==> src/sv/pame_pkg.sv <==
// ----------------------------------------------------------------------------
// pame_pkg
// Shared types, widths and codes of the polynomial add/multiply engine.
// ----------------------------------------------------------------------------
`default_nettype none

package pame_pkg;

  localparam int STORE_DEPTH    = 32;
  localparam int IDX_W          = 5;
  localparam int OP_W           = 3;
  localparam int IN_W           = 16;
  localparam int COEF_W         = 24;
  localparam int PROD_W         = 2 * COEF_W;
  localparam int ACC_W          = 54;
  localparam int RES_W          = 52;
  localparam int REXP_W         = 6;
  localparam int DEF_MAX_DEGREE = 31;
  localparam int QUEUE_DEPTH    = 2;

  // request operation codes
  localparam logic [OP_W-1:0] OP_LOAD_A = 3'd0;
  localparam logic [OP_W-1:0] OP_LOAD_B = 3'd1;
  localparam logic [OP_W-1:0] OP_CLEAR  = 3'd2;
  localparam logic [OP_W-1:0] OP_ADD    = 3'd3;
  localparam logic [OP_W-1:0] OP_MUL    = 3'd4;

  // classified command kinds
  typedef enum logic [2:0] {
    CMD_LOAD_A,
    CMD_LOAD_B,
    CMD_CLEAR,
    CMD_ADD,
    CMD_MUL,
    CMD_RANGE_ERR
  } cmd_kind_t;

  typedef struct packed {
    cmd_kind_t                kind;
    logic signed [IN_W-1:0]   coef;
    logic [IDX_W-1:0]         idx;
  } cmd_t;

  // clamp a load sum to the store range
  function automatic logic signed [COEF_W-1:0] sat_coef(logic signed [COEF_W:0] v);
    logic signed [COEF_W:0] hi;
    logic signed [COEF_W:0] lo;
    hi = (COEF_W+1)'(2**(COEF_W-1) - 1);
    lo = -(COEF_W+1)'(2**(COEF_W-1));
    if (v > hi) return {1'b0, {(COEF_W-1){1'b1}}};
    if (v < lo) return {1'b1, {(COEF_W-1){1'b0}}};
    return v[COEF_W-1:0];
  endfunction

  // clamp an accumulated product to the result range
  function automatic logic signed [RES_W-1:0] sat_res(logic signed [ACC_W-1:0] v);
    logic all0;
    logic all1;
    all0 = ~|v[ACC_W-1:RES_W-1];
    all1 = &v[ACC_W-1:RES_W-1];
    if (all0 || all1) return v[RES_W-1:0];
    if (v[ACC_W-1]) return {1'b1, {(RES_W-1){1'b0}}};
    return {1'b0, {(RES_W-1){1'b1}}};
  endfunction

endpackage

`default_nettype wire

==> src/sv/pame_front.sv <==
// ----------------------------------------------------------------------------
// pame_front
// Decodes an incoming request into a command and checks the load exponent.
// ----------------------------------------------------------------------------
`default_nettype none

module pame_front
  import pame_pkg::*;
#(
  parameter int MAX_DEGREE = DEF_MAX_DEGREE
) (
  input  wire logic [OP_W-1:0]        operation,
  input  wire logic signed [IN_W-1:0] coefficient,
  input  wire logic signed [IN_W-1:0] exponent,
  output cmd_t                        cmd,
  output logic                        cmd_valid
);

  logic in_range;

  // exponent must lie in 0..MAX_DEGREE
  assign in_range = (exponent >= $signed(IN_W'(0))) &&
                    (exponent <= $signed(IN_W'(MAX_DEGREE)));

  // classify
  always_comb begin
    cmd.coef  = coefficient;
    cmd.idx   = exponent[IDX_W-1:0];
    cmd.kind  = CMD_CLEAR;
    cmd_valid = 1'b1;
    unique case (operation)
      OP_LOAD_A: cmd.kind = in_range ? CMD_LOAD_A : CMD_RANGE_ERR;
      OP_LOAD_B: cmd.kind = in_range ? CMD_LOAD_B : CMD_RANGE_ERR;
      OP_CLEAR:  cmd.kind = CMD_CLEAR;
      OP_ADD:    cmd.kind = CMD_ADD;
      OP_MUL:    cmd.kind = CMD_MUL;
      default:   cmd_valid = 1'b0;
    endcase
  end

endmodule

`default_nettype wire

==> config.mk <==
export PLATFORM = sky130hd
export DESIGN_NAME = pame_front
export DESIGN_NICKNAME = d
export VERILOG_FILES = /design/src/sv/pame_pkg.sv /design/src/sv/pame_front.sv
export SDC_FILE = /design/constraint.sdc
export NUM_CORES = 1
export LEC_CHECK = 0
export BUFFER_PORTS_ARGS = -buffer_cell sky130_fd_sc_hd__buf_2
export CORE_AREA = 4 4 41 43
export DETAILED_ROUTE_END_ITERATION = 6
export DIE_AREA = 0 0 45 47
export GPL_ROUTABILITY_DRIVEN = 0
export PLACE_DENSITY = 0.7
export SLEW_MARGIN = 20
export SYNTH_ARGS = -nofsm -noshare
export SYNTH_HDL_FRONTEND = slang
export SYNTH_SLANG_ARGS = --single-unit
==> constraint.sdc <==
create_clock -name vclk -period 1.1
set_input_delay 0.11 -clock vclk [all_inputs]
set_output_delay 0.11 -clock vclk [all_outputs]
set_load 0.03 [all_outputs]
==> flow_metrics.tcl, run 1 <==
set metrics [dict create \
    top_level_ports 60 \
    rsz0062_at_grt "true" \
    p_switching_uw 42.9 \
    ys_warn_count 0 \
    yosys.area.top_type "buf_4" \
    drt_iter0_markers 0 \
    core_area_um2 1300 \
    row_count 13 \
    die_x_um 45 \
    synth_simple_gate_area_share_pct 19.4 \
    layout.nets 65 \
    status "finished with violations" \
    timing.final.crit_period_ps 1310 \
    dp_cells 43 \
    crit_chain "buf_6, or4_4, nor4_4, a221oi_2, buf_4" \
    worstPathArrival_ps 1200 \
    wirelength_um 458 \
    antenna_found_initial 0 \
    max_slew_margin_pct 82.6 \
    clock_buffers 0 \
    hold_violations 0 \
    slowest_stage "or4_4" \
    vdd_drop_max_mv 0.0430 \
    initial_core_util_pct 18.8 \
    swShare_pct 53.1 \
    seqCellArea_um2 0 \
    synth-adder-area-share_pct 0 \
    fin_crit_sh_pct 119 \
    drive_gt1_share_pct 78.6 \
    critPathRequiredTime_ps 990 \
    crit_buf_inv 2 \
    setup_violations 2 \
    track_usage_pct 3.30 \
    cap_viol_max_count 0 \
    path_class "in2out" \
    syn_nets 66 \
    syn-mean-instance-area_um2 7.91 \
    seq_cells 0 \
    drc_errors 0 \
    power_frac_clock_pct 0 \
    synthCells 31 \
    path_max_fanout 2 \
    grt.overflow.total 0 \
    synth_top_family_by_area "buffers and inverters" \
    end_kind "primary output" \
    dieHeight_um 47 \
    startpoint_type "input port" \
    port_buffers 18 \
    synth_cell_types 10 \
    grt_max_degree 5 \
    yosys-top-cells-area "buf_4 (64%), nor4_4 (8.7%), a221oi_2 (6.1%)" \
    diodes 0 \
    synth_compound_area_share_pct 14.8 \
    synthMuxAreaShare_pct 0 \
    worst_pin_slew_ps 260 \
    fin_hold_ws_ps 220 \
    crit_family "simple AND/OR/NAND/NOR gates" \
    synth_top_area_share_pct 64.3 \
    clock.fmax_ghz 0.763 \
    syn_to_final_growth_pct -13.8 \
    grt_pass1_vias 136 \
    p_leak_uw 0.000104 \
    worstHoldPathType "in2out" \
    synth_xor_xnor_area_share_pct 0 \
    failed_checks "setup timing" \
    cts_hold_buf 0 \
    num_vias 173 \
    dp_worst_setup_slack_ps -238 \
    nFillCells 145 \
    ys_seq_area_share_pct 0 \
    slew_viol_final 0 \
    pwr-share-seq_pct 0 \
    fp.dieArea_um2 2120 \
    p_int_uw 37.9 \
    avgRoutedWirePerCell_um 10.7 \
    syn_area_um2 245 \
    first_pass_iters 1 \
    ant_nets 0 \
    p_comb_share_pct 100.0 \
    vias_per_cell 4.02 \
    power_density_nw_per_um2 382 \
    fin_cells 43 \
    fin_ws_ps -210 \
    grt_first_pass_wirelength_um 545 \
    cpPeakStageDelay_ps 530 \
]
[cell usage after synthesis (all sizes together)]
| cell | n |
|---|---|
| a221oi | 1 |
| or4 | 2 |
| nor2 | 2 |
| buf | 21 |
| o21ai | 1 |
| inv | 1 |
| a21oi | 1 |
| a21o | 1 |
| nor4 | 1 |
[cell families after synthesis]
logic type,count (synthesis)
simple gates,5
compound gates,4
buf+inv,22
[worst paths after layout]
| path | from | to | slack, ps | depth (start not counted) |
|---|---|---|---|---|
| worst max-delay path | exponent[13] | cmd[21] | -210 | 5 |
| worst min-delay path | coefficient[5] | cmd[10] | 220 | 0 |
[layout make-up]
cell class	count	area, um2	share of cell area [%]
well taps	15	18.8	8.88
multi-input cells	9	83.8	39.6
inverters	1	3.75	1.78
repair buffers	18	105	49.7
[placed cells by master, fill, tap and decap left out]
master | synthesis | layout
a21o_1 | 1 | 1
a21oi_2 | 1 | 1
a221oi_2 | 1 | 1
buf_2 | 0 | 15
buf_4 | 21 | 1
buf_6 | 0 | 2
inv_1 | 1 | 1
nor2_1 | 2 | 2
nor4_4 | 1 | 1
o21ai_0 | 1 | 1
or4_1 | 1 | 1
or4_4 | 1 | 1
[layer usage]
metal | up-vias | global-route usage (%) | wire [um]
li1 | 77 | - | -
met1 | 67 | 2.70 | 110
met2 | 21 | 6.50 | 170
met3 | 8 | 0.383 | 151
met4 | 0 | 3.51 | 25
met5 | - | 0 | 0
[metrics by stage]
stage	setup TNS [ps]	utilization, %	power [uW]	area, um2
final	-397	16.3	80.8	211
after global routing	-529	16.3	86.7	211
after CTS	-422	16.3	81.3	211
after detailed placement	-459	15.1	74.1	196
after global placement	-426	15.1	72.8	196
after floorplan	-9.98	-	177	245
[power by group through the flow]
stage	registers [uW]	clock network, uW	logic [uW]
final	0	0	80.8
after global routing	0	0	86.7
after CTS	0	0	81.3
after detailed placement	0	0	74.1
after global placement	0	0	72.8
after floorplan	0	0	177
[what timing repair did]
item | in CTS | in global routing
hold endpoints to repair | 0 | 0
cloned | 0 | 0
pin swaps | 1 | 1
gates resized for setup | 4 | 0
setup endpoints to repair | 2 | 2
buffers inserted | 0 | 0
(Power assumes the default switching activity.)
==> run 2, diff against run 1 <==
--- a/config.mk
+++ b/config.mk
@@ -5,12 +5,13 @@
 export SDC_FILE = /design/constraint.sdc
 export NUM_CORES = 1
 export LEC_CHECK = 0
+export ABC_AREA = 1
 export BUFFER_PORTS_ARGS = -buffer_cell sky130_fd_sc_hd__buf_2
 export CORE_AREA = 4 4 41 43
 export DETAILED_ROUTE_END_ITERATION = 6
 export DIE_AREA = 0 0 45 47
 export GPL_ROUTABILITY_DRIVEN = 0
-export PLACE_DENSITY = 0.7
+export PLACE_DENSITY = 0.69
 export SLEW_MARGIN = 20
 export SYNTH_ARGS = -nofsm -noshare
 export SYNTH_HDL_FRONTEND = slang
==> run 2 against run 1 <==
The run now ends clean; wire length shrank 0.66%; global-route usage is the same; first-iteration DRC count grew 1; fmax grew 45%; sequential cell count is the same; design area shrank 9.5%; count of clock-buffer cells in the layout is the same; via count grew 16%; critical endpoint is now cmd[23]; largest cell class unchanged; largest power group unchanged; highest routed layer unchanged.
==> flow_metrics.tcl, run 2 <==
set metrics [dict create \
    status "finished clean" \
    ant_nets 0 \
    cts_setup_buffers 0 \
    synth_top_area_share_pct 65.6 \
    syn_to_final_growth_pct -20.3 \
    crit_family "simple AND/OR/NAND/NOR gates" \
    crit_buf_inv 2 \
    wirelength_um 455 \
    tns_ps 0 \
    timing.final.crit_period_ps 904 \
    clock_buffers 0 \
    fin_area_um2 191 \
    die_x_um 45 \
    end_kind "primary output" \
    vias_per_cell 3.72 \
    crit_chain "buf_2, nor2_1, nand2_1, nor2_1, nand2_1, nand2_1, nand2_1, buf_2" \
    ys_seq_area_share_pct 0 \
    rsz0062_at_grt "false" \
    worstHoldPathType "in2out" \
    placed_area_um2 191 \
    final_core_util_pct 14.7 \
    drc_errors 0 \
    port_buffers 18 \
    cap_viol_max_count 0 \
    worstPathArrival_ps 790 \
    critPathRequiredTime_ps 990 \
    dieHeight_um 47 \
    initial_core_util_pct 18.5 \
    seq_cells 0 \
    hp-start "exponent[0]" \
    antenna_found_initial 0 \
    wl_met2_um 163 \
    ys_warn_count 0 \
    cts_hold_buf 0 \
    yosysMostFrequentCell "buf_4" \
    startpoint_type "input port" \
    slew_viol_final 0 \
    cpPeakStageDelay_ps 170 \
    layout.nets 76 \
    path_class "in2out" \
    yosys-top-cells-area "buf_4 (66%), nor2_1 (14%), nand2_1 (13%)" \
    grt_max_degree 5 \
    dp_cells 54 \
    diodes 0 \
    synthCells 42 \
    seqCellArea_um2 0 \
    vdd_drop_max_mv 0.0560 \
    fin_crit_sh_pct 82.2 \
    grt.overflow.total 0 \
    hold_violations 0 \
    drive_gt1_share_pct 46.2 \
    clock.fmax_ghz 1.11 \
    syn_nets 77 \
    fp.dieArea_um2 2120 \
    hold_depth 0 \
    avgRoutedWirePerCell_um 8.43 \
    syn_area_um2 240 \
    ctsResizeCount 0 \
    first_pass_iters 3 \
    final_cell_mix "buf_2 (18), nor2_1 (9), nand2_1 (8), inv_1 (2)" \
    yosys.area.top_type "buf_4" \
    highest_layer "met4" \
    row_count 13 \
    core_area_um2 1300 \
    cp_common_cell "nand2_1" \
    worst_pin_slew_ps 158 \
    syn-mean-instance-area_um2 5.72 \
    hpwlAfterDp_um 398 \
    p_leak_uw 0.000118 \
    final_common_cell "buf_2" \
    synth_cell_types 6 \
    top_level_ports 60 \
    setup_violations 0 \
    max_slew_margin_pct 89.5 \
    grt_first_pass_wirelength_um 565 \
    num_vias 201 \
    fin_cells 54 \
    wl_met1_um 122 \
    drt_iter0_markers 1 \
    power_density_nw_per_um2 403 \
    track_usage_pct 3.30 \
    grt_pass1_vias 149 \
    slowest_stage "buf_2" \
    hold_end "cmd[0]" \
    wl_met3_um 155 \
    synth_commonest_cells "buf_4 (21), nor2_1 (9), nand2_1 (8), inv_1 (2)" \
    path_max_fanout 2 \
]
==> run 2: cell types whose count changed in the layout (fill, tap and decap cells not counted), sizes merged <==
cell,previous run,this run
a21o,1,0
a21oi,1,0
nor4,1,0
nor2,2,9
a221oi,1,0
nand2,0,8
or4,2,0
and2,0,1
inv,1,2
==> run 2: cell families (layout without fill, tap and decap cells) <==
family	Yosys count	in the layout	synth area share, %
AND/OR/NAND/NOR	18	18	29.2
buffers and inverters	23	20	68.8
AO/OA/AOI/OAI	1	1	2.08
==> run 2: final cells by class <==
class | count | area, um2
timing repair buffer | 18 | 90.1
fill | 163 | 1110
multi-input combinational | 19 | 75.1
tap | 15 | 18.8
inverter | 2 | 7.51
==> run 2: metal layers <==
layer | GRT usage [%] | up-vias
li1 | - | 98
met1 | 2.70 | 78
met2 | 6.50 | 19
met4 | 1.75 | 0
met3 | 1.53 | 6
met5 | 0 | -
==> run 2: stage by stage <==
step	power (uW)	hold WS, ps	worst slack (ps)
after CTS	78.3	220	182
after global placement	75.5	220	201
final	77.2	220	196
after global routing	84.6	220	101
after floorplan	182	352	190
after detailed placement	78.0	220	184
==> run 2: worst max path at each step <==
stage	slack (ps)	end	cells after the start	from
finish	200	cmd[23]	8	exponent[11]
global route	100	cmd[23]	8	exponent[11]
CTS	180	cmd[23]	8	exponent[5]
detailed placement	180	cmd[23]	8	exponent[5]
global placement	200	cmd[21]	8	exponent[11]
floorplan	190	cmd_valid	1	operation[1]
==> run 2: power breakdown <==
group | total (uW) | internal (uW) | switching [uW]
Combinational | 77.2 | 32.1 | 45.1
Sequential | 0 | 0 | 0
Clock | 0 | 0 | 0
Total | 77.2 | 32.1 | 45.1
