**src/sv/pame_pkg.sv**
```systemverilog
// ----------------------------------------------------------------------------
// pame_pkg
// Shared types, widths and codes of the polynomial add/multiply engine.
// ----------------------------------------------------------------------------
`default_nettype none

package pame_pkg;

  localparam int STORE_DEPTH    = 32;
  localparam int IDX_W          = 5;
  localparam int OP_W           = 3;
  localparam int IN_W           = 16;
  localparam int COEF_W         = 24;
  localparam int PROD_W         = 2 * COEF_W;
  localparam int ACC_W          = 54;
  localparam int RES_W          = 52;
  localparam int REXP_W         = 6;
  localparam int DEF_MAX_DEGREE = 31;
  localparam int QUEUE_DEPTH    = 2;

  // request operation codes
  localparam logic [OP_W-1:0] OP_LOAD_A = 3'd0;
  localparam logic [OP_W-1:0] OP_LOAD_B = 3'd1;
  localparam logic [OP_W-1:0] OP_CLEAR  = 3'd2;
  localparam logic [OP_W-1:0] OP_ADD    = 3'd3;
  localparam logic [OP_W-1:0] OP_MUL    = 3'd4;

  // classified command kinds
  typedef enum logic [2:0] {
    CMD_LOAD_A,
    CMD_LOAD_B,
    CMD_CLEAR,
    CMD_ADD,
    CMD_MUL,
    CMD_RANGE_ERR
  } cmd_kind_t;

  typedef struct packed {
    cmd_kind_t                kind;
    logic signed [IN_W-1:0]   coef;
    logic [IDX_W-1:0]         idx;
  } cmd_t;

  // clamp a load sum to the store range
  function automatic logic signed [COEF_W-1:0] sat_coef(logic signed [COEF_W:0] v);
    logic signed [COEF_W:0] hi;
    logic signed [COEF_W:0] lo;
    hi = (COEF_W+1)'(2**(COEF_W-1) - 1);
    lo = -(COEF_W+1)'(2**(COEF_W-1));
    if (v > hi) return {1'b0, {(COEF_W-1){1'b1}}};
    if (v < lo) return {1'b1, {(COEF_W-1){1'b0}}};
    return v[COEF_W-1:0];
  endfunction

  // clamp an accumulated product to the result range
  function automatic logic signed [RES_W-1:0] sat_res(logic signed [ACC_W-1:0] v);
    logic all0;
    logic all1;
    all0 = ~|v[ACC_W-1:RES_W-1];
    all1 = &v[ACC_W-1:RES_W-1];
    if (all0 || all1) return v[RES_W-1:0];
    if (v[ACC_W-1]) return {1'b1, {(RES_W-1){1'b0}}};
    return {1'b0, {(RES_W-1){1'b1}}};
  endfunction

endpackage

`default_nettype wire

```
**src/sv/pame_queue.sv**
```systemverilog
// ----------------------------------------------------------------------------
// pame_queue
// Short command queue between the decode front and the execution back end.
// ----------------------------------------------------------------------------
`default_nettype none

module pame_queue
  import pame_pkg::*;
(
  input  wire logic clk,
  input  wire logic rst_n,
  input  wire logic push,
  input  wire cmd_t push_cmd,
  input  wire logic pop,
  output cmd_t      head_cmd,
  output logic      not_empty,
  output logic      full
);

  localparam int PTR_W = (QUEUE_DEPTH > 1) ? $clog2(QUEUE_DEPTH) : 1;
  localparam int CNT_W = $clog2(QUEUE_DEPTH + 1);

  cmd_t             slot_r [QUEUE_DEPTH];
  logic [PTR_W-1:0] wr_ptr_r;
  logic [PTR_W-1:0] rd_ptr_r;
  logic [CNT_W-1:0] count_r;

  assign not_empty = (count_r != '0);
  assign full      = (count_r == CNT_W'(QUEUE_DEPTH));
  assign head_cmd  = slot_r[rd_ptr_r];

  // pointers and fill count
  always_ff @(posedge clk) begin
    if (!rst_n) begin
      wr_ptr_r <= '0;
      rd_ptr_r <= '0;
      count_r  <= '0;
    end else begin
      if (push) begin
        wr_ptr_r <= (wr_ptr_r == PTR_W'(QUEUE_DEPTH - 1)) ? '0 : wr_ptr_r + 1'b1;
      end
      if (pop) begin
        rd_ptr_r <= (rd_ptr_r == PTR_W'(QUEUE_DEPTH - 1)) ? '0 : rd_ptr_r + 1'b1;
      end
      if (push && !pop) count_r <= count_r + 1'b1;
      else if (pop && !push) count_r <= count_r - 1'b1;
    end
  end

  // slot storage
  always_ff @(posedge clk) begin
    if (push) slot_r[wr_ptr_r] <= push_cmd;
  end

endmodule

`default_nettype wire

```
**config.mk**
```make
export PLATFORM = sky130hd
export DESIGN_NAME = pame_queue
export DESIGN_NICKNAME = d
export VERILOG_FILES = /design/src/sv/pame_pkg.sv /design/src/sv/pame_queue.sv
export SDC_FILE = /design/constraint.sdc
export NUM_CORES = 1
export LEC_CHECK = 0
export BUFFER_PORTS_ARGS = -buffer_cell sky130_fd_sc_hd__buf_2
export CAP_MARGIN = 5
export CORE_ASPECT_RATIO = 1.2
export CORE_MARGIN = 1.5
export CORE_UTILIZATION = 51
export DETAILED_ROUTE_END_ITERATION = 16
export PLACE_DENSITY = 0.78
export SLEW_MARGIN = 30
export SYNTH_ARGS = -nofsm -noshare
export SYNTH_HDL_FRONTEND = slang
export SYNTH_SLANG_ARGS = --single-unit
```
**constraint.sdc**
```tcl
create_clock -name clk -period 2 [get_ports clk]
set_input_delay 0.2 -clock clk [delete_from_list [all_inputs] [get_ports clk]]
set_output_delay 0.2 -clock clk [all_outputs]
set_load 0.02 [all_outputs]
```
==> results.toml, run 1 <==
[pwr]
internal_power_mw = 1.662
p_sw_share_pct = 23.95
seq_power_share_pct = 59.2
p_per_area_nw_per_um2 = 914.8
share_comb_of_total_power_pct = 14.1
peakVddDrop_mv = 0.6944
clock_power_share_pct = 26.7
power_leakage_nw = 0.9182
switching_power_mw = 0.5236

[cts]
htree_levels = 2
cts_tree = "yes"
insertion_delay_ns = 0.30
cts-hold-fix-buffers = 0
cts_resized = 0
cts_made_buffers = 5
postCtsSetupBuffers = 0
cts_buffer_depth = 2
cts_sinks = 53
clk_pin_slew_ns = 0.09
cts_root_buffer = "clkbuf_8"

[yosys]
synth-seq-cells = 53
ys_seq_area_share_pct = 78.92
syn_area_um2 = 1953
yosysWarnings = 0
synth_cell_types = 17
avgSynthCellArea_um2 = 20.14
syn-num-nets = 126
synth_cells = 97

[floorplan]
die_y_um = 70.79
fp.dieW_um = 59.49
pin_count = 54
core_um2 = 3664
initial_utilization_pct = 53.31
fp.dieArea_um2 = 4211
std_cell_rows = 24

[grt]
grt.overflow.total = 0
grt_pass1_wl_um = 4719
antenna_found_initial = 0
grt_util_all_layers_pct = 15.39
grt_pass1_vias = 1090
grt_max_degree = 25

[hold_path]
hp-class = "input port to flip-flop"

[run]
maxCapViolCount = 0

[placed_design]
hpwl_um = 2095
gp_congestion = 0.6443
dpl.cell_count = 203
pre_cts_ws_ns = 0.7070
dpl_cell_area_um2 = 2296
port_buffers = 53

[layout]
final_cell_count_no_fill = 211
final_common_cell = "buf_2"
final_cell_area_um2 = 2390
diodes = 0
drive_gt1_share_pct = 57.86
nets = 187
syn2layout_area_growth_pct = 22.36
final_cell_mix = "buf_2, edfxtp_1, mux2_2, dfxtp_1, clkbuf_8"
fill_cells = 287

[routing]
drt-vias-per-instance = 4.829
first_pass_iters = 4
wire_per_inst_um = 13.97
drc = 0
drt_iter0_markers = 27
num_vias = 1019
finalWirelength_um = 2947
antenna_left = 0

[timing]
rsz0062_at_grt = "no"
setup_slack_ns = 0.3834
clock.fmax_mhz = 618.6
setup_viol = 0
fin_crit_ns = 1.617
skew_ns = 0.006077
period_share_pct = 80.83
whs_ns = 0.07715
fin_setup_tns_ns = 0
report.final.slew_viol_count = 0
relSlewSlack_pct = 78.15
hold_viol = 0
worst_pin_slew_ns = 0.3278

[critical_path]
crit_end = "head_cmd[12]"
worstSetupStartpointType = "flip-flop"
cp.required_ns = 1.80
cp_max_fo = 15
rrSetupSlack_ns = 0.84
reg2reg_depth = 2
arrival_ns = 1.42
r2r_end = "slot_r[1][4]"
reg2reg_from = "wr_ptr_r"
cp-end-kind = "output pin"
crit_type = "flip-flop to output pin"

[status]
status = "completed"
worst min path at each step:
stage,from,end,slack (ns),cells after the start
after floorplan,push_cmd[0],slot_r[0][0],0.30,0
after global placement,push_cmd[15],slot_r[0][15],0.39,1
after detailed placement,push_cmd[9],slot_r[1][9],0.39,1
after CTS,push_cmd[15],slot_r[0][15],0.07,1
after global routing,push_cmd[11],slot_r[1][11],0.06,1
final,push_cmd[15],slot_r[1][15],0.08,1
power groups by stage:
| stage | clock (mW) | combinational [mW] | sequential [mW] |
|---|---|---|---|
| finish | 0.584 | 0.308 | 1.29 |
| global route | 0.641 | 0.333 | 1.30 |
| CTS | 0.606 | 0.314 | 1.29 |
| detailed placement | 0 | 0.312 | 1.32 |
| global placement | 0 | 0.304 | 1.31 |
| floorplan | 0 | 0.206 | 1.31 |
final cells by class:
cell class	instances	area (um^2)	share of cell area, %
inverter	1	3.754	0.1571
multi-input combinational	40	390.4	16.34
timing repair buffer	57	295.3	12.36
sequential	53	1541	64.50
clock buffer	5	68.82	2.880
clock inverter	3	25.02	1.047
tap	52	65.06	2.723
Yosys cell counts:
library cell  number  area (um^2)
edfxtp_1          48         1441
mux2_2            24        270.3
dfxtp_1            5        100.1
and2_1             4        25.02
buf_4              2        15.01
nor2b_1            2        12.51
xor2_1             2        17.52
a21boi_1           1        7.510
and2b_2            1        8.760
buf_2              1        5.000
ha_1               1        12.51
inv_1              1        3.750
o21a_1             1        7.510
o21ai_0            1        5.000
or2_2              1        6.260
or3_1              1        6.260
xnor2_1            1        8.760
sequential cells by signal, indices dropped and copies added, names as in the netlist, named ones only:
signal and cells:
rd_ptr_r 1, wr_ptr_r 1, slot_r 48, count_r 2
worst max-delay path: stages (launching register included):
cell	delay, ns
dfxtp_1	0.35
buf_4	0.24
mux2_2	0.37
buf_2	0.16
per-stage QoR:
stage / util (%) / power, mW
6_report: 65.23 / 2.186
5_1_grt: 65.23 / 2.275
4_1_cts: 65.23 / 2.215
3_5_place_dp: 62.67 / 1.633
3_3_place_gp: 62.67 / 1.618
2_1_floorplan: - / 1.519
cell families (layout without fill, tap and decap cells):
family	after synthesis	in the layout	share of synthesized area [%]
adder cells (fa/ha/maj)	1	1	0.6405
AO/OA/AOI/OAI	3	3	1.025
flip-flops	53	53	78.92
multiplexers	24	24	13.84
AND/OR/NAND/NOR	9	9	3.011
XOR/XNOR	3	3	1.346
buffers and inverters	4	66	1.217
metal layers:
| metal | routed length [um] | global-route usage [%] | vias up |
|---|---|---|---|
| met5 | 0 | 0 | - |
| met4 | 36 | 5.926 | 0 |
| met3 | 181 | 5.302 | 4 |
| met2 | 1558 | 27.23 | 35 |
| met1 | 1169 | 16.48 | 492 |
| li1 | - | - | 488 |
Note: power is estimated with default switching activity, not from simulation.
==> run 2: changes to the inputs <==
- CORE_UTILIZATION: 51 -> 46
- PLACE_DENSITY: 0.78 -> 0.74
- clock period: 2 -> 1.3 ns (I/O delays scaled with it)
==> results.toml, run 2 (synthesized netlist as in run 1, its figures left out) <==
[timing]
worst_pin_slew_ns = 0.2009
clock.fmax_mhz = 688.3
skew_ns = 0.006433
period_share_pct = 111.8
report.final.slew_viol_count = 0
relSlewSlack_pct = 86.61
hold_viol = 0
setup_viol = 24
rsz0062_at_grt = "yes"
setup_slack_ns = -0.1529
fin_crit_ns = 1.453
fin_setup_tns_ns = -3.394

[critical_path]
worstSetupStartpointType = "flip-flop"
cp-end-kind = "output pin"
crit_path_max_incr_delay_ns = 0.42
arrival_ns = 1.32
slowest_stage = "dfxtp_4"
crit_chain = "clkbuf_16, mux2_4, buf_6"
cp_max_fo = 5
crit_type = "flip-flop to output pin"
cp.required_ns = 1.17

[layout]
fill_cells = 280
final_cell_mix = "edfxtp_1, buf_2, mux2_4, buf_6, dlygate4sd3_1"
drive_gt1_share_pct = 56.98
diodes = 0
final_cell_area_um2 = 2819
final_common_cell = "edfxtp_1"
top_register = "slot_r"
reg_top3 = "slot_r: 48 flops, count_r: 2 flops"
largest_reg_flops = 48
syn2layout_area_growth_pct = 44.33
nets = 200
regArea_um2 = 1545
multiInputGateArea_um2 = 481.7

[routing]
first_pass_iters = 4
finalWirelength_um = 3486
drt-vias-per-instance = 4.801
drt_iter0_markers = 33
drc = 0
num_vias = 1085
wire_per_inst_um = 15.42
antenna_left = 0

[placed_design]
hpwl_um = 2180
dpl_cell_area_um2 = 2315
pre_cts_ws_ns = 0.1143
gp_congestion = 0.6469
port_buffers = 53

[floorplan]
initial_utilization_pct = 48.78
core_um2 = 4004
std_cell_rows = 25
fp.dieArea_um2 = 4648
pin_count = 54
die_y_um = 74.38
fp.dieW_um = 62.49

[grt]
grt.overflow.total = 0
grt_util_all_layers_pct = 15.41
grt_pass1_vias = 1144
grt_max_degree = 18
grt_pass1_wl_um = 5195
antenna_found_initial = 0

[cts]
cts_buffer_depth = 2
clk_pin_slew_ns = 0.10
cts_root_buffer = "clkbuf_8"
cts_made_buffers = 5
cts_tree = "yes"
insertion_delay_ns = 0.30
cts_sinks = 53
postCtsSetupBuffers = 0
htree_levels = 2

[status]
violations = "negative setup slack"
status = "finished, violations left"

[pwr]
switching_power_mw = 0.8628
p_per_area_nw_per_um2 = 1346
peakVddDrop_mv = 1.454
seq_power_share_pct = 52.8
power_mw = 3.795
power_leakage_nw = 1.141
clock_power_share_pct = 28.7
share_comb_of_total_power_pct = 18.6
p_sw_share_pct = 22.73
internal_power_mw = 2.933

[run]
maxCapViolCount = 0

[hold_path]
hp-class = "input port to flip-flop"
[run 2: final timing paths]
kind | startpoint | to | slack, ns | depth (start not counted)
worst max-delay path | flip-flop | head_cmd[2] | -0.15 | 3
worst max register to register | wr_ptr_r | slot_r[1][17] | 0.23 | 2
worst min-delay path | push_cmd[14] | slot_r[1][14] | 0.007 | 1
worst min register to register | count_r[1] | count_r[1] | 0.53 | 2
[run 2: cell type report]
class | count | area share [%]
sequential | 53 | 54.82
timing repair buffer | 70 | 21.48
multi-input combinational | 40 | 17.09
clock buffer | 5 | 2.441
tap | 54 | 2.397
clock inverter | 3 | 1.642
inverter | 1 | 0.1332
[run 2: metal layers]
layer	vias to the layer above	share of wire, %	GRT usage [%]	routed length (um)
met2	40	55	28.20	1909
met3	9	5.9	5.446	205
met1	521	37	16.02	1293
li1	515	-	-	-
met4	0	2.2	7.407	78
met5	-	0	0	0
[run 2: worst max-delay path: cells and delay by family, from the launching register on]
family	cells	cell delay [ns]
buf+inv	2	0.30
flops	1	0.42
mux	1	0.30
[run 2: power groups by stage]
stage	Combinational (mW)	Sequential [mW]	Clock, mW
after floorplan	0.318	2.02	0
after global placement	0.471	2.02	0
final	0.705	2.00	1.09
after CTS	0.556	1.99	1.12
after global routing	0.746	2.01	1.19
after detailed placement	0.486	2.03	0
[run 2: timing repair]
item / 4_1_cts / 5_1_grt
resized for setup: 29 / 52
setup endpoints to repair: 24 / 24
cloned: 1 / 1
endpoints found under the hold margin: 4 / 10
hold buffers: 2 / 7
pin swaps: 0 / 0
[run 2: metrics by stage]
step                      util (%)  std cells  hold WS [ns]
final                        70.41        226      0.007252
after global routing         70.41        226      0.001711
after CTS                    63.63        218     0.0004788
after detailed placement     57.81        207        0.3211
after global placement       57.81        207        0.3193
after floorplan                  -         97        0.2289
